**src/sv/cslu_pkg.sv**
```systemverilog
// Package for the C string literal unescaper.
// Holds the input and result word types, the result run type, kind codes
// and the character constants used by the decoder. No dependencies.
package cslu_pkg;

    localparam int RUN_MAX = 3;
    localparam int CONSUMED_WIDTH = 16;

    localparam logic [1:0] KIND_DATA     = 2'd0;
    localparam logic [1:0] KIND_CLOSED   = 2'd1;
    localparam logic [1:0] KIND_BAD_OPEN = 2'd2;
    localparam logic [1:0] KIND_UNCLOSED = 2'd3;

    localparam logic [7:0] CH_SQUOTE = 8'h27;
    localparam logic [7:0] CH_DQUOTE = 8'h22;
    localparam logic [7:0] CH_BSLASH = 8'h5C;
    localparam logic [7:0] CH_X      = 8'h78;
    localparam logic [7:0] CH_A      = 8'h61;
    localparam logic [7:0] CH_B      = 8'h62;
    localparam logic [7:0] CH_E      = 8'h65;
    localparam logic [7:0] CH_F      = 8'h66;
    localparam logic [7:0] CH_N      = 8'h6E;
    localparam logic [7:0] CH_R      = 8'h72;
    localparam logic [7:0] CH_T      = 8'h74;
    localparam logic [7:0] CH_V      = 8'h76;

    localparam logic [7:0] ESC_BEL = 8'h07;
    localparam logic [7:0] ESC_BS  = 8'h08;
    localparam logic [7:0] ESC_ESC = 8'h1B;
    localparam logic [7:0] ESC_FF  = 8'h0C;
    localparam logic [7:0] ESC_LF  = 8'h0A;
    localparam logic [7:0] ESC_CR  = 8'h0D;
    localparam logic [7:0] ESC_TAB = 8'h09;
    localparam logic [7:0] ESC_VT  = 8'h0B;

    typedef struct packed {
        logic [7:0] in_byte;
        logic       first_byte;
        logic       final_byte;
    } t_in_word;

    typedef struct packed {
        logic [7:0]                data_byte;
        logic [1:0]                kind;
        logic [CONSUMED_WIDTH-1:0] consumed;
        logic                      range_error;
        logic                      last_of_run;
    } t_out_word;

    typedef struct packed {
        logic [1:0]                   count;
        t_out_word [RUN_MAX-1:0]      res;
    } t_run;

endpackage

```
**src/sv/cslu_core.sv**
```systemverilog
// Parser state and single-pass decode of one registered input byte.
// Produces the run of up to three result words for that byte.
// Depends on cslu_pkg.
module cslu_core #(
    parameter int COUNT_WIDTH = 16
) (
    input  logic              i_clk,
    input  logic              i_rst_n,
    input  logic              i_take,
    input  cslu_pkg::t_in_word i_word,
    output cslu_pkg::t_run    o_run
);
    import cslu_pkg::*;

    localparam int EXT_WIDTH = (COUNT_WIDTH > CONSUMED_WIDTH) ? COUNT_WIDTH : CONSUMED_WIDTH;

    typedef enum logic [2:0] {
        M_IDLE, M_READ, M_ESC, M_HEX1, M_HEX2, M_OCT, M_HALT
    } t_mode;

    t_mode                  r_mode, n_mode, c_mode;
    logic                   r_single, n_single, c_single;
    logic [8:0]             r_val, n_val, c_val;
    logic [1:0]             r_dig, n_dig, c_dig;
    logic [COUNT_WIDTH-1:0] r_cnt, n_cnt, c_cnt;

    logic [7:0]     b;
    logic           live;
    logic           as_text;
    logic           hv_ok;
    logic [3:0]     hv;
    logic           od_ok;
    logic [8:0]     oct_val;
    logic [1:0]     oct_dig;
    logic [7:0]     quote;
    logic [EXT_WIDTH-1:0]      cnt_ext;
    logic [CONSUMED_WIDTH-1:0] consumed;
    logic [2:0]     slot_vld;
    t_out_word      slot [RUN_MAX];
    logic [1:0]     k;

    always_comb begin
        b        = i_word.in_byte;
        c_mode   = i_word.first_byte ? M_IDLE : r_mode;
        c_single = i_word.first_byte ? 1'b0 : r_single;
        c_val    = i_word.first_byte ? '0 : r_val;
        c_dig    = i_word.first_byte ? '0 : r_dig;
        c_cnt    = i_word.first_byte ? '0 : r_cnt;

        n_mode   = c_mode;
        n_single = c_single;
        n_val    = c_val;
        n_dig    = c_dig;
        n_cnt    = c_cnt;

        live     = (c_mode != M_HALT) && (c_mode <= M_OCT);
        as_text  = 1'b0;
        slot_vld = '0;
        for (int i = 0; i < RUN_MAX; i++) begin
            slot[i] = '0;
        end

        priority if (b >= 8'h30 && b <= 8'h39) begin
            hv_ok = 1'b1;
            hv    = b[3:0];
        end else if ((b >= 8'h61 && b <= 8'h66) || (b >= 8'h41 && b <= 8'h46)) begin
            hv_ok = 1'b1;
            hv    = b[3:0] + 4'd9;
        end else begin
            hv_ok = 1'b0;
            hv    = '0;
        end
        od_ok   = (b >= 8'h30) && (b <= 8'h37);
        oct_val = {c_val[5:0], b[2:0]};
        oct_dig = c_dig + 2'd1;
        quote   = c_single ? CH_SQUOTE : CH_DQUOTE;

        if (live) begin
            n_cnt = (c_cnt == '1) ? c_cnt : c_cnt + 1'b1;
            unique case (c_mode)
                M_IDLE: begin
                    if (b == CH_SQUOTE || b == CH_DQUOTE) begin
                        n_single = (b == CH_SQUOTE);
                        n_mode   = M_READ;
                    end else begin
                        slot_vld[0]  = 1'b1;
                        slot[0].kind = KIND_BAD_OPEN;
                        n_mode       = M_HALT;
                    end
                end
                M_READ: begin
                    as_text = 1'b1;
                end
                M_ESC: begin
                    n_mode      = M_READ;
                    slot_vld[0] = 1'b1;
                    unique case (b)
                        CH_A: slot[0].data_byte = ESC_BEL;
                        CH_B: slot[0].data_byte = ESC_BS;
                        CH_E: slot[0].data_byte = ESC_ESC;
                        CH_F: slot[0].data_byte = ESC_FF;
                        CH_N: slot[0].data_byte = ESC_LF;
                        CH_R: slot[0].data_byte = ESC_CR;
                        CH_T: slot[0].data_byte = ESC_TAB;
                        CH_V: slot[0].data_byte = ESC_VT;
                        CH_X: begin
                            slot_vld[0] = 1'b0;
                            n_val       = '0;
                            n_dig       = '0;
                            n_mode      = M_HEX1;
                        end
                        default: begin
                            if (od_ok) begin
                                slot_vld[0] = 1'b0;
                                n_val       = {6'd0, b[2:0]};
                                n_dig       = 2'd1;
                                n_mode      = M_OCT;
                            end else begin
                                slot[0].data_byte = b;
                            end
                        end
                    endcase
                end
                M_HEX1: begin
                    if (hv_ok) begin
                        n_val  = {5'd0, hv};
                        n_dig  = 2'd1;
                        n_mode = M_HEX2;
                    end else begin
                        n_mode  = M_READ;
                        as_text = 1'b1;
                    end
                end
                M_HEX2: begin
                    n_mode      = M_READ;
                    slot_vld[0] = 1'b1;
                    if (hv_ok) begin
                        slot[0].data_byte = {c_val[3:0], hv};
                    end else begin
                        slot[0].data_byte = c_val[7:0];
                        as_text           = 1'b1;
                    end
                end
                M_OCT: begin
                    if (od_ok) begin
                        n_val = oct_val;
                        n_dig = oct_dig;
                        if (oct_dig == 2'd3 || oct_dig == 2'd0) begin
                            slot_vld[0]         = 1'b1;
                            slot[0].data_byte   = oct_val[7:0];
                            slot[0].range_error = oct_val[8];
                            n_mode              = M_READ;
                        end
                    end else begin
                        slot_vld[0]       = 1'b1;
                        slot[0].data_byte = c_val[7:0];
                        n_mode            = M_READ;
                        as_text           = 1'b1;
                    end
                end
                default: begin
                end
            endcase

            if (as_text) begin
                priority if (b == CH_BSLASH) begin
                    n_mode = M_ESC;
                end else if (b == quote) begin
                    slot_vld[1]  = 1'b1;
                    slot[1].kind = KIND_CLOSED;
                    n_mode       = M_HALT;
                end else begin
                    slot_vld[1]       = 1'b1;
                    slot[1].data_byte = b;
                end
            end

            if (i_word.final_byte && n_mode != M_HALT) begin
                slot_vld[2]  = 1'b1;
                slot[2].kind = KIND_UNCLOSED;
                n_mode       = M_HALT;
            end
        end

        cnt_ext  = EXT_WIDTH'(n_cnt);
        consumed = (cnt_ext > EXT_WIDTH'({CONSUMED_WIDTH{1'b1}})) ?
                   {CONSUMED_WIDTH{1'b1}} : cnt_ext[CONSUMED_WIDTH-1:0];
        for (int i = 0; i < RUN_MAX; i++) begin
            if (slot[i].kind != KIND_DATA) begin
                slot[i].consumed = consumed;
            end
        end

        o_run = '0;
        k     = '0;
        for (int i = 0; i < RUN_MAX; i++) begin
            if (slot_vld[i]) begin
                o_run.res[k] = slot[i];
                k            = k + 2'd1;
            end
        end
        o_run.count = k;
        if (k != 2'd0) begin
            o_run.res[k - 2'd1].last_of_run = 1'b1;
        end
    end

    always_ff @(posedge i_clk) begin
        if (!i_rst_n) begin
            r_mode   <= M_IDLE;
            r_single <= 1'b0;
            r_val    <= '0;
            r_dig    <= '0;
            r_cnt    <= '0;
        end else if (i_take) begin
            r_mode   <= n_mode;
            r_single <= n_single;
            r_val    <= n_val;
            r_dig    <= n_dig;
            r_cnt    <= n_cnt;
        end
    end

    a_bad_open_alone: assert property (@(posedge i_clk) disable iff (!i_rst_n)
        (i_take && o_run.count != 2'd0 && o_run.res[0].kind == KIND_BAD_OPEN)
        |-> o_run.count == 2'd1)
        else $error("bad opening result shares its run");

    a_halt_holds: assert property (@(posedge i_clk) disable iff (!i_rst_n)
        (i_take && r_mode == M_HALT && !i_word.first_byte)
        |=> (r_cnt == $past(r_cnt)) && (r_mode == M_HALT))
        else $error("halted parser advanced without restart");

endmodule

```
**src/sv/cslu_emit.sv**
```systemverilog
// Result buffer: loads one run of up to three words, drains one per cycle unless stalled.
// Its head register drives the output channel. Depends on cslu_pkg.
module cslu_emit (
    input  logic               i_clk,
    input  logic               i_rst_n,
    input  logic               i_load,
    input  cslu_pkg::t_run     i_run,
    output logic               o_can_load,
    output logic               o_out_valid,
    input  logic               i_out_stall,
    output cslu_pkg::t_out_word o_out_word
);
    import cslu_pkg::*;

    t_out_word  r_res [RUN_MAX];
    logic [1:0] r_cnt;
    logic       pop;
    logic       load;

    assign pop        = (r_cnt != 2'd0) && !i_out_stall;
    assign o_can_load = (r_cnt == 2'd0) || (r_cnt == 2'd1 && pop);
    assign load       = i_load && o_can_load;
    assign o_out_valid = (r_cnt != 2'd0);
    assign o_out_word  = r_res[0];

    always_ff @(posedge i_clk) begin
        if (!i_rst_n) begin
            r_cnt <= '0;
        end else if (load) begin
            r_cnt <= i_run.count;
        end else if (pop) begin
            r_cnt <= r_cnt - 2'd1;
        end
    end

    always_ff @(posedge i_clk) begin
        if (load) begin
            for (int i = 0; i < RUN_MAX; i++) begin
                r_res[i] <= i_run.res[i];
            end
        end else if (pop) begin
            for (int i = 0; i < RUN_MAX - 1; i++) begin
                r_res[i] <= r_res[i + 1];
            end
        end
    end

    a_last_on_tail: assert property (@(posedge i_clk) disable iff (!i_rst_n)
        (r_cnt == 2'd1) |-> r_res[0].last_of_run)
        else $error("final word of run lacks last_of_run");

    a_no_early_last: assert property (@(posedge i_clk) disable iff (!i_rst_n)
        (r_cnt > 2'd1) |-> !r_res[0].last_of_run)
        else $error("last_of_run set before end of run");

endmodule

```
**src/sv/c_string_literal_unescaper_unit.sv**
```systemverilog
// C string literal unescaper, top level.
// Input register, decode core and result buffer. Depends on cslu_pkg,
// cslu_core and cslu_emit.
//
// Input channel: one raw byte per word, with first_byte restarting the parser
// and final_byte marking the end of the buffer. Output channel: result words
// carrying a decoded data byte, a close with its consumed length, or an
// error (bad opening quote, buffer ended unclosed); last_of_run marks the
// final word that a given input byte causes.
// Path: input register, decode core, then the result buffer head to the output.
// Throughput: one input byte per cycle while each byte yields at most one
// result and the output is not stalled; a byte yielding several words holds
// the input until the single-word output port drains the result buffer.
// Bytes after a close or error yield no words and still pass at one per cycle.
// Reset: synchronous, active low; the parser returns to awaiting an opening
// quote with a zero byte count, and both channels empty.
// Stall: a stalled output holds its word; the input register keeps taking
// one more byte, then o_in_stall rises until the buffer can take its run.
module c_string_literal_unescaper_unit #(
    parameter int COUNT_WIDTH = 16
) (
    input  logic                i_clk,
    input  logic                i_rst_n,
    input  logic                i_in_valid,
    output logic                o_in_stall,
    input  cslu_pkg::t_in_word  i_in_word,
    output logic                o_out_valid,
    input  logic                i_out_stall,
    output cslu_pkg::t_out_word o_out_word
);
    import cslu_pkg::*;

    logic     r_in_valid;
    t_in_word r_in;
    logic     can_load;
    logic     take;
    t_run     run;

    assign take       = r_in_valid && can_load;
    assign o_in_stall = r_in_valid && !can_load;

    always_ff @(posedge i_clk) begin
        if (!i_rst_n) begin
            r_in_valid <= 1'b0;
        end else if (i_in_valid && !o_in_stall) begin
            r_in_valid <= 1'b1;
        end else if (take) begin
            r_in_valid <= 1'b0;
        end
    end

    always_ff @(posedge i_clk) begin
        if (i_in_valid && !o_in_stall) begin
            r_in <= i_in_word;
        end
    end

    cslu_core #(
        .COUNT_WIDTH (COUNT_WIDTH)
    ) u_core (
        .i_clk   (i_clk),
        .i_rst_n (i_rst_n),
        .i_take  (take),
        .i_word  (r_in),
        .o_run   (run)
    );

    cslu_emit u_emit (
        .i_clk       (i_clk),
        .i_rst_n     (i_rst_n),
        .i_load      (r_in_valid),
        .i_run       (run),
        .o_can_load  (can_load),
        .o_out_valid (o_out_valid),
        .i_out_stall (i_out_stall),
        .o_out_word  (o_out_word)
    );

endmodule

```
**config.mk**
```make
export PLATFORM = sky130hd
export DESIGN_NAME = c_string_literal_unescaper_unit
export DESIGN_NICKNAME = d
export VERILOG_FILES = /design/src/sv/cslu_pkg.sv /design/src/sv/cslu_core.sv /design/src/sv/cslu_emit.sv /design/src/sv/c_string_literal_unescaper_unit.sv
export SDC_FILE = /design/constraint.sdc
export NUM_CORES = 1
export LEC_CHECK = 0
export BUFFER_PORTS_ARGS = -buffer_cell sky130_fd_sc_hd__buf_2
export CORE_ASPECT_RATIO = 1.4
export CORE_MARGIN = 3
export CORE_UTILIZATION = 60
export CTS_BUF_LIST = sky130_fd_sc_hd__clkbuf_16
export DETAILED_ROUTE_END_ITERATION = 12
export GPL_TIMING_DRIVEN = 0
export PLACE_DENSITY = 0.78
export SLEW_MARGIN = 20
export SYNTH_ARGS = -nofsm -noshare
export SYNTH_HDL_FRONTEND = slang
export SYNTH_SLANG_ARGS = --single-unit
```
**constraint.sdc**
```tcl
create_clock -name i_clk -period 5.3 [get_ports i_clk]
set_input_delay 0.795 -clock i_clk [delete_from_list [all_inputs] [get_ports i_clk]]
set_output_delay 0.795 -clock i_clk [all_outputs]
set_load 0.01 [all_outputs]
```
## Word-level counts from Yosys, hierarchy flattened

Memories as Yosys holds them, arrays and structs flattened.
Cells that the tools add are included.

- Flip-flop bits (word level): 44
- Latch bits: 0
- Memory bits (writable): 84
- ROM bits: 0
- Bits of input ports: 14
- Output and inout port bits: 30
- Logic and storage cells: 195
- Memories: 1

Memory list:

| memory | words | width | rd ports | clocked after Yosys merged registers in | write ports | line | RTL |
|---|---|---|---|---|---|---|---|
| u_emit.r_res | 3 | 28 | 3 | 0 | 3 | cslu_emit.sv:15 | `t_out_word r_res [RUN_MAX];` |

- Add/subtract/negate cells: 7
- $mul: 0
- Divide/modulo/power cells: 0
- Magnitude comparators: 15
- Equal/unequal tests: 23
- Shifts and indexed selects: 0
- Muxes and demuxes: 104
- Bitwise logic cells: 2
- Reductions and logical operators: 33

Operator list:

| operator | number |
|---|---|
| bitwise mux 84 bit | 3 |
| two-way mux 84 bit | 3 |
| demux 28 bit (select 2 bit) | 3 |
| two-way mux 28 bit | 5 |
| two-way mux 16 bit | 7 |
| == test 8 x 7 -> 1 bit (second input constant) | 10 |
| case mux 8 bit (9 select lines) | 1 |
| two-way mux 9 bit | 5 |
| two-way mux 3 bit | 14 |
| two-way mux 10 bit | 4 |
| two-way mux 8 bit | 5 |
| two-way mux 1 bit | 29 |
| case mux 9 bit (3 select lines) | 1 |
| two-way mux 2 bit | 13 |
| case mux 8 bit (3 select lines) | 1 |
| case mux 9 bit (2 select lines) | 1 |
| adder 16 x 1 -> 16 bit (second input constant) | 1 |
| == test 16 bit (second input constant) | 1 |
| == test 8 x 6 -> 1 bit (second input constant) | 2 |
| >= comparator 8 x 7 -> 1 bit (second input constant) | 2 |
| > comparator 16 bit (second input constant) | 1 |
| <= comparator 8 x 6 -> 1 bit (second input constant) | 2 |
| <= comparator 8 x 7 -> 1 bit (second input constant) | 2 |
| case mux 3 bit (5 select lines) | 1 |
| 33 further kinds | 67 |

## Longest topological paths before layout

Gate-level depths: netlist of run 1.

- Word-level depth: 28
- Mapped depth: 15
- Gate-level depth less buffers: 12

## Hierarchy

From an unflattened synthesis of run 1, not the netlist that was laid out.

- Cells, all modules: 737
- Area, all modules: 7596.0 sq um

By module, submodules not included:

| module | times used | cells each | area each (sq um) | seq. area each (sq um) |
|---|---|---|---|---|
| cslu_core | 1 | 525 | 3651.0 | 600.6 |
| cslu_emit | 1 | 197 | 3590.9 | 2562.5 |
| c_string_literal_unescaper_unit | 1 | 15 | 354.1 | 320.3 |

## Worst setup path before layout of run 1

Ideal clock, no wire load.

- Kind: input port to flip-flop
- Start point: in i_out_stall
- End point: mem u_emit.r_res[0][0] (netlist name), enable pin
- Library setup time: 0.491 ns
- Arrival: 3.626 ns
- Required time: 4.809 ns
- Setup slack: 1.183 ns
- Stages on the path: 1
- Buffers on the path: 0
- Path through: mux2i_1

RTL lines:

| item | line | RTL |
|---|---|---|
| start, declared | c_string_literal_unescaper_unit.sv:28 | `input logic i_out_stall,` |
| end, declared | cslu_emit.sv:15 |  |

==> run summary, run 1 <==
Status - complete, no violations
Post-Syn Area - 0.00682 mm^2
Post-route DRC - 0
Worst path depth - 13
Post-CTS setup buffers - 0
Number of max-cap violations - 0
Startpoint types - flop
Final net count - 815
WHS - 509 ps
# rows - 45
Antenna cells - 0
Core box area - 0.0110 mm^2
Reg2Reg Launch Point - r_in[2]
P_leak - 2.91 nW
Placed instance count - 912
CP most frequent cell - ha_1
PortBufs - 43
Drt pass-1 iters - 6
H-tree level count - 4
Crit-path slowest cell - a211oi_1
Hold buffers post-CTS - 0
Final hold violation count - 0
Clock Skew - 11.6 ps
Final worst path period share - 85.4%
Critical path launch point - r_in[2]
Area growth, synth to finish - 15.7%
Initial DRC Count - 505
Synth cell types - 77
Die Wd - 96.1 um
Worst-Skew Late Latency - 420 ps
# setup viols final - 0
Post_cts resized - 0
CTS sink count - 116
Filler cell count - 815
I/O pins - 44
Fmax - 221 MHz
Synth Register Bits - 116
WP buf/inv - 3
GRT Total Usage - 33.0%
Clock Tree Buf Depth - 2
Critical path capture point type - flop
Post-synth EDFFs - 83
Initial antenna violation count - 0
Via count - 6,009
Total congestion overflow - 0
Hpwl dp - 14,500 um
Non-filler instance count after layout - 944
Cell Chain, Critical Path - clkbuf_1, inv_1, ha_1, a211oi_1, o21a_1, buf_6, a21oi_4, nor2_1, ha_1, a31o_2, nor4_1, nor2b_1, and2_1
Final TNS setup - 0 ps
R2R Setup Slk - 770 ps
R2R Path End - u_emit.r_res[0][50]
DR vias/cell - 6.37
Vias in the first global route - 5,955
Placer Congestion - 1.01
Hold Path Class - flop to flop
Total wire length - 20,200 um
Post-DR wirelength/cell - 21.4 um
Layout cells sized above 1 - 18.3%
Asr flop ratio synth - 0%
Power Total - 3.51 mW
Syn_nets - 751
Critical path class - flop to flop
Syn Area/Cell - 9.39 um^2
Worst endpoint required time - 5590 ps
Least-Margin Pin Slew - 1050 ps
Design Area, Final - 0.00789 mm^2
Clock slew at reported path FFs - 50 ps
Area post-placement - 0.00728 mm^2
VDD IR max - 268 uV
Hold Crit Depth - 2
Most used DFF post-synth - edfxtp_1
CP top delay family - compound AO/OA/AOI/OAI gates
Cells after synthesis - 726
Reg2reg path depth - 13
Max-slew headroom - 30.2%
First-pass GRT wire length - 31,600 um
Routed Antenna Nets - 0
Final Slew Violations - 0
Crit-path max cell delay - 720 ps
Largest net degree at the start of global routing - 28
TritonCTS clock tree - done
Unrepaired setup endpoints after global routing - false
Die H - 132 um
Data arrival, critical path - 4810 ps
TritonCTS Buffers - 17
Critical path peak fanout - 10
Die area - 0.0127 mm^2
Minimum clock period - 4530 ps
Root Driver - clkbuf_16
Synth warn - 0
Setup crit end - u_emit.r_res[0][50]
PD cells - 445 mW/mm^2
Initial Utilization - 62.1%
Sequential area share after synthesis - 46.2%
metal layers:
layer	track usage, %	up-vias	wire length (um)
met1	37.4	2828	7270
li1	-	2744	-
met2	55.2	347	10200
met3	5.60	90	1280
met4	21.8	0	1410
met5	0	-	0
layout by cell type (no fill, tap or decap), drive strengths merged, types with 6 or more instances in the layout:
master	n
a211oi	11
a21boi	9
a21oi	52
a31oi	10
and2	18
and3	8
buf	83
clkbuf	47
dfxtp	33
edfxtp	83
ha	11
inv	25
mux2i	10
nand2	81
nand2b	12
nand3	22
nand4	6
nor2	68
nor2b	27
nor3	25
o21ai	35
o31ai	6
or2	6
xnor2	13
xor2	6
through the flow:
stage	setup slack (ps)	utilization [%]
finish	775	71.9
global route	498	71.9
CTS	792	71.9
detailed placement	800	66.3
global placement	133	65.7
floorplan	1180	-
state kept, by name, indices dropped and copies added, names as in the netlist:
register / flops
u_core.r_val: 8
u_core.r_dig: 2
u_emit.r_cnt: 2
r_in_valid: 1
u_core.r_cnt: 16
u_core.r_single: 1
u_core.r_mode: 3
r_in: 10
u_emit.r_res: 73
how the worst min path moves through the flow:
stage / start / to / slack [ps]
floorplan: u_core.r_val[7] / u_core.r_val[7] / 470
global placement: u_core.r_val[6] / u_core.r_val[6] / 490
detailed placement: u_core.r_val[6] / u_core.r_val[6] / 500
CTS: u_core.r_val[6] / u_core.r_val[6] / 510
global route: u_core.r_cnt[13] / u_core.r_cnt[13] / 530
finish: u_core.r_val[6] / u_core.r_val[6] / 510
power by group:
part           leakage, nW  internal, mW  switching, mW
registers             1.08          1.22         0.0744
logic                 1.55         0.383          0.630
clock network        0.288         0.742          0.454
total                 2.91          2.35           1.16
cells in the mapped netlist (5+ instances only):
cell      instances  area share (%)
and2_1           18             1.7
and3_1            8            0.73
nand4_1           6            0.55
nor3_1           24             1.8
nand3_1          22             1.6
a211oi_1          9            0.99
dfxtp_1          33             9.7
nor4_1            5            0.46
xnor2_1          13             1.7
nor2b_1          27             2.5
nand2b_1         12             1.1
inv_1            20             1.1
a21boi_0          9            0.99
a21oi_2          10             1.3
buf_2             5            0.37
xor2_1            6            0.77
a21oi_1          41             3.0
or2_2             6            0.55
clkbuf_1         30             1.7
buf_4            28             3.1
o21ai_0          35             2.6
o221ai_1          5            0.64
nor2_1           68             3.7
a31oi_1           9            0.83
o31ai_1           5            0.55
edfxtp_1         83              37
a22oi_1           5            0.55
nand2_1          81             4.5
ha_1             11             2.0
mux2i_1          10             1.5
o22ai_1           5            0.46
layout make-up:
class / instances / area, um^2 / area share, %
multi-input cells: 521 / 3220 / 40.8
flip-flops and latches: 116 / 3150 / 40.0
clock buffers: 17 / 425 / 5.39
plain buffers: 68 / 390 / 4.95
repair buffers: 45 / 270 / 3.43
clock inverters: 15 / 179 / 2.27
well taps: 141 / 176 / 2.24
inverters: 21 / 78.8 / 0.999
cell families (layout without fill, tap and decap cells):
| kind of cell | after synthesis | after routing | synth area share (%) |
|---|---|---|---|
| fa+ha+maj | 11 | 11 | 2.02 |
| buf+inv | 89 | 166 | 6.86 |
| simple gates | 296 | 296 | 21.6 |
| xor+xnor | 19 | 19 | 2.44 |
| mux | 12 | 12 | 1.80 |
| flops | 116 | 116 | 46.2 |
| compound gates | 183 | 183 | 19.1 |
tightest hold or removal path: stages, from the launching register on:
cell and delay (ps):
dfxtp_1 320, o21ai_0 60, a21boi_0 70
(Power assumes the default switching activity.)
==> inputs of run 2 (changes only) <==
--- a/config.mk
+++ b/config.mk
@@ -8,11 +8,11 @@
 export BUFFER_PORTS_ARGS = -buffer_cell sky130_fd_sc_hd__buf_2
 export CORE_ASPECT_RATIO = 1.4
 export CORE_MARGIN = 3
-export CORE_UTILIZATION = 60
+export CORE_UTILIZATION = 55
 export CTS_BUF_LIST = sky130_fd_sc_hd__clkbuf_16
 export DETAILED_ROUTE_END_ITERATION = 12
 export GPL_TIMING_DRIVEN = 0
-export PLACE_DENSITY = 0.78
+export PLACE_DENSITY = 0.75
 export SLEW_MARGIN = 20
 export SYNTH_ARGS = -nofsm -noshare
 export SYNTH_HDL_FRONTEND = slang
==> constraint.sdc (replaced) <==
create_clock -name i_clk -period 3.97 [get_ports i_clk]
set_input_delay 0.5955 -clock i_clk [delete_from_list [all_inputs] [get_ports i_clk]]
set_output_delay 0.5955 -clock i_clk [all_outputs]
set_load 0.01 [all_outputs]
==> run summary, run 2 (synthesized netlist as in run 1, its figures left out) <==
Status - complete, no violations
Critical path peak fanout - 10
Initial antenna violation count - 0
Drt pass-1 iters - 5
Worst Setup Slack, final - 87.5 ps
Final net count - 820
DR vias/cell - 6.21
Largest net degree at the start of global routing - 28
Core box area - 0.0120 mm^2
CTS sink count - 116
Crit-path slowest cell - edfxtp_1
H-tree level count - 4
Total wire length - 20,100 um
GRT Total Usage - 29.2%
Post-route DRC - 0
Final hold violation count - 0
Total congestion overflow - 0
Hpwl dp - 14,700 um
Die area - 0.0138 mm^2
Initial Utilization - 56.8%
Hold Path Class - input pin to flop
Commonest non-fill, non-tap cells in the layout - edfxtp_1, nand2_1, nor2_1
Worst-Skew Late Latency - 420 ps
# setup viols final - 0
Minimum clock period - 3880 ps
CP most frequent cell - buf_6
WP buf/inv - 4
Initial DRC Count - 400
Placer Congestion - 1.00
Final core occ - 66.6%
Area growth, synth to finish - 17.2%
Startpoint types - flop
Die H - 138 um
Setup WS pre-CTS - -380 ps
Data arrival, critical path - 4040 ps
Clock slew at reported path FFs - 60 ps
Cell Chain, Critical Path - clkbuf_2, inv_1, ha_2, and4b_1, a41oi_2, and2_1, or3_1, buf_6, ha_1, a31o_2, a31oi_4, buf_6, a21oi_1
PortBufs - 43
Die Wd - 100 um
Max-slew headroom - 35.0%
Biggest regs - u_emit.r_res x73, u_core.r_cnt x16, r_in x10
TritonCTS Buffers - 17
Number of max-cap violations - 0
Clock Skew - 13.0 ps
Vias in the first global route - 5,759
TritonCTS clock tree - done
I/O pins - 44
Post-DR wirelength/cell - 21.1 um
Critical path class - flop to flop
Final TNS setup - 0 ps
Antenna cells - 0
Least-Margin Pin Slew - 961 ps
Final worst path period share - 97.8%
First-pass GRT wire length - 30,300 um
PD cells - 589 mW/mm^2
# rows - 47
Layout cells sized above 1 - 20.2%
P_leak - 2.94 nW
Largest register FFs - 73
Crit-path max cell delay - 430 ps
Root Driver - clkbuf_16
Critical path capture point type - flop
VDD IR max - 294 uV
Worst endpoint required time - 4130 ps
Final Slew Violations - 0
CP top delay family - simple AND/OR/NAND/NOR gates
Most common cell after layout, fill and taps aside - edfxtp_1
Routed Antenna Nets - 0
Via count - 5,926
Most flops, register - u_emit.r_res
Clock Tree Buf Depth - 2
Fmax - 258 MHz
==> run 2: what timing repair did <==
action,in CTS,in global routing
pin swaps,1,1
hold buffers,0,0
buffers inserted,0,5
setup endpoints to repair,44,25
resized for setup,5,8
==> run 2: worst paths after layout <==
check | start | endpoint | slack [ps] | cells after the start
setup reg to reg | r_in[2] | u_emit.r_res[0][44] | 90 | 13
hold reg to reg | u_core.r_cnt[13] | u_core.r_cnt[13] | 510 | 2
setup / recovery | r_in[2] | u_emit.r_res[0][44] | 90 | 13
hold / removal | i_in_word[6] | r_in[6] | 350 | 1
==> run 2: final cells by class <==
class,instances,area [um^2]
Buffer,68,399
Clock buffer,17,425
Clock inverter,15,181
Fill cell,919,4010
Inverter,21,78.8
Multi-Input combinational cell,521,3260
Sequential cell,116,3150
Tap cell,147,184
Timing Repair Buffer,50,308
==> run 2: worst reg2reg max path, delay by kind of cell, from the launching register on <==
kind | cells | cell delay [ps]
AND/OR/NAND/NOR | 3 | 920
AO/OA/AOI/OAI | 4 | 880
buffers and inverters | 4 | 770
adder cells (fa/ha/maj) | 2 | 640
flip-flops | 1 | 430
==> run 2: report_power, final <==
group	switching, mW	internal (mW)	total [mW]
registers	0.0986	1.63	1.73
clock network	0.603	0.991	1.59
logic	0.849	0.535	1.38
total	1.55	3.16	4.71
==> run 2: per-layer routing <==
layer | up-vias | global-route usage (%) | part of all wire (%)
met5 | - | 0 | 0
met4 | 0 | 21.3 | 6.9
met3 | 80 | 4.41 | 5.4
met2 | 273 | 51.6 | 51
met1 | 2806 | 31.4 | 36
li1 | 2767 | - | -
==> run 2: per-stage QoR <==
stage | power [mW] | instances | area (um^2) | hold WS (ps)
3_5_place_dp | 3.08 | 918 | 7290 | 508
6_report | 4.71 | 955 | 7990 | 348
3_3_place_gp | 2.99 | 916 | 7220 | 487
2_1_floorplan | 2.61 | 726 | 6820 | 469
4_1_cts | 4.67 | 950 | 7920 | 347
5_1_grt | 4.89 | 955 | 7990 | 350
==> inputs of run 3 (changes only) <==
--- a/config.mk
+++ b/config.mk
@@ -13,6 +13,7 @@
 export DETAILED_ROUTE_END_ITERATION = 12
 export GPL_TIMING_DRIVEN = 0
 export PLACE_DENSITY = 0.75
+export REMOVE_ABC_BUFFERS = 1
 export SLEW_MARGIN = 20
 export SYNTH_ARGS = -nofsm -noshare
 export SYNTH_HDL_FRONTEND = slang
==> run summary, run 3 (synthesized netlist as in run 1, its figures left out) <==
Max-slew headroom - 27.0%
Most common cell after layout, fill and taps aside - edfxtp_1
Hold Path Class - input pin to flop
Status - complete, no violations
Clock slew at reported path FFs - 60 ps
Worst Setup Slack, final - 261 ps
I/O pins - 44
Critical path peak fanout - 18
Clock Tree Buf Depth - 2
Design Area, Final - 0.00774 mm^2
Final worst path period share - 93.4%
Initial antenna violation count - 0
M1 WL - 6700 um
Worst endpoint required time - 4260 ps
Unrepaired setup endpoints after global routing - false
First-pass GRT wire length - 27,800 um
Setup WS pre-CTS - -840 ps
Final hold violation count - 0
Root Driver - clkbuf_16
Largest net degree at the start of global routing - 40
Worst-Skew Late Latency - 420 ps
GRT Total Usage - 26.0%
# setup viols final - 0
Die H - 138 um
Minimum clock period - 3710 ps
Drt pass-1 iters - 6
Final Slew Violations - 0
PortBufs - 43
R2R Setup Slk - 260 ps
P_leak - 2.80 nW
Met3 wire len - 991 um
CTS sink count - 116
Post-DR wirelength/cell - 19.6 um
Critical path capture point type - flop
Commonest non-fill, non-tap cells in the layout - edfxtp_1, nand2_1, nor2_1
Met2 Wirelength - 9050 um
Die Wd - 100 um
Least-Margin Pin Slew - 1090 ps
Startpoint types - flop
DR vias/cell - 6.27
Filler cell count - 950
PD cells - 590 mW/mm^2
VDD IR max - 403 uV
Die area - 0.0138 mm^2
Initial DRC Count - 496
Layout cells sized above 1 - 18.0%
Vias in the first global route - 5,558
Total wire length - 17,600 um
H-tree level count - 4
Largest register FFs - 73
Core box area - 0.0120 mm^2
TritonCTS clock tree - done
Antenna cells - 0
Total congestion overflow - 0
Critical path class - flop to flop
Routed Antenna Nets - 0
Final net count - 760
Biggest regs - u_emit.r_res x73, u_core.r_cnt x16, r_in x10
Post-route DRC - 0
Hpwl dp - 11,900 um
Hold buffers post-CTS - 0
Placer Congestion - 0.965
Area post-placement - 0.00696 mm^2
Initial Utilization - 56.8%
Via count - 5,613
# rows - 47
DR top layer - met4
Number of max-cap violations - 0
Data arrival, critical path - 4000 ps
Most flops, register - u_emit.r_res
TritonCTS Buffers - 17
Area growth, synth to finish - 13.5%
Fmax - 270 MHz
Clock Skew - 9.20 ps
-- run 3: cell types whose count changed in the layout (fill, tap and decap cells not counted), moves of 2 or more --
cell	delta
inv_8	+2
buf_6	-3
clkbuf_2	-3
buf_1	-2
clkinvlp_4	-2
clkbuf_1	-27
buf_4	-25
ha_1	+2
buf_12	+2
buf_2	-4
ha_2	-2
inv_1	-3
-- run 3: path summary, 6_finish.rpt --
| check | start | endpoint | cells after the start |
|---|---|---|---|
| max reg2reg | r_in[5] | u_emit.r_res[0][50] | 10 |
| min | i_in_word[2] | r_in[2] | 1 |
| max | r_in[5] | u_emit.r_res[0][50] | 10 |
| min reg2reg | u_core.r_val[7] | u_core.r_val[7] | 2 |
-- run 3: what timing repair did --
action / CTS / global route
buffers inserted: 5 / 5
endpoints found under the setup margin: 65 / 42
resized for setup: 6 / 6
pin swaps: 1 / 0
-- run 3: stage by stage --
step	hold WS [ps]	cells	util (%)	total power [mW]	setup TNS, ps
3_5_place_dp	507	853	58.0	2.91	-31450
6_report	346	895	64.5	4.56	0
3_3_place_gp	488	848	56.9	2.81	-121660
2_1_floorplan	468	658	-	2.46	-7630
5_1_grt	343	895	64.5	4.75	0
4_1_cts	343	890	63.9	4.55	0
-- run 3: worst max-delay path: stages, from the launching register on --
cell	delay (ps)
edfxtp_1	640
or2_2	450
a211o_1	360
o21a_2	360
a21oi_4	330
nor2_2	120
ha_1	390
a31o_2	280
nor4_4	230
nor2b_2	260
and2_1	140
-- run 3: where the power goes --
group | leakage, nW | total (mW) | switching [mW] | internal, mW
Clock | 0.303 | 1.62 | 0.610 | 1.00
Combinational | 1.42 | 1.20 | 0.767 | 0.434
Sequential | 1.08 | 1.75 | 0.117 | 1.63
Total | 2.80 | 4.56 | 1.49 | 3.07
-- run 3: layout make-up --
cell class / count / area, um^2 / area share [%]
Multi-Input combinational cell: 521 / 3270 / 42.3
Sequential cell: 116 / 3150 / 40.8
Clock buffer: 17 / 425 / 5.50
Timing Repair Buffer: 58 / 424 / 5.48
Clock inverter: 15 / 195 / 2.52
Tap cell: 147 / 184 / 2.38
Inverter: 21 / 82.6 / 1.07
-- run 3: routing by layer --
| metal | global-route usage (%) | vias to the layer above |
|---|---|---|
| li1 | - | 2632 |
| met1 | 30.0 | 2680 |
| met2 | 45.2 | 247 |
| met3 | 4.46 | 54 |
| met4 | 14.8 | 0 |
| met5 | 0 | - |
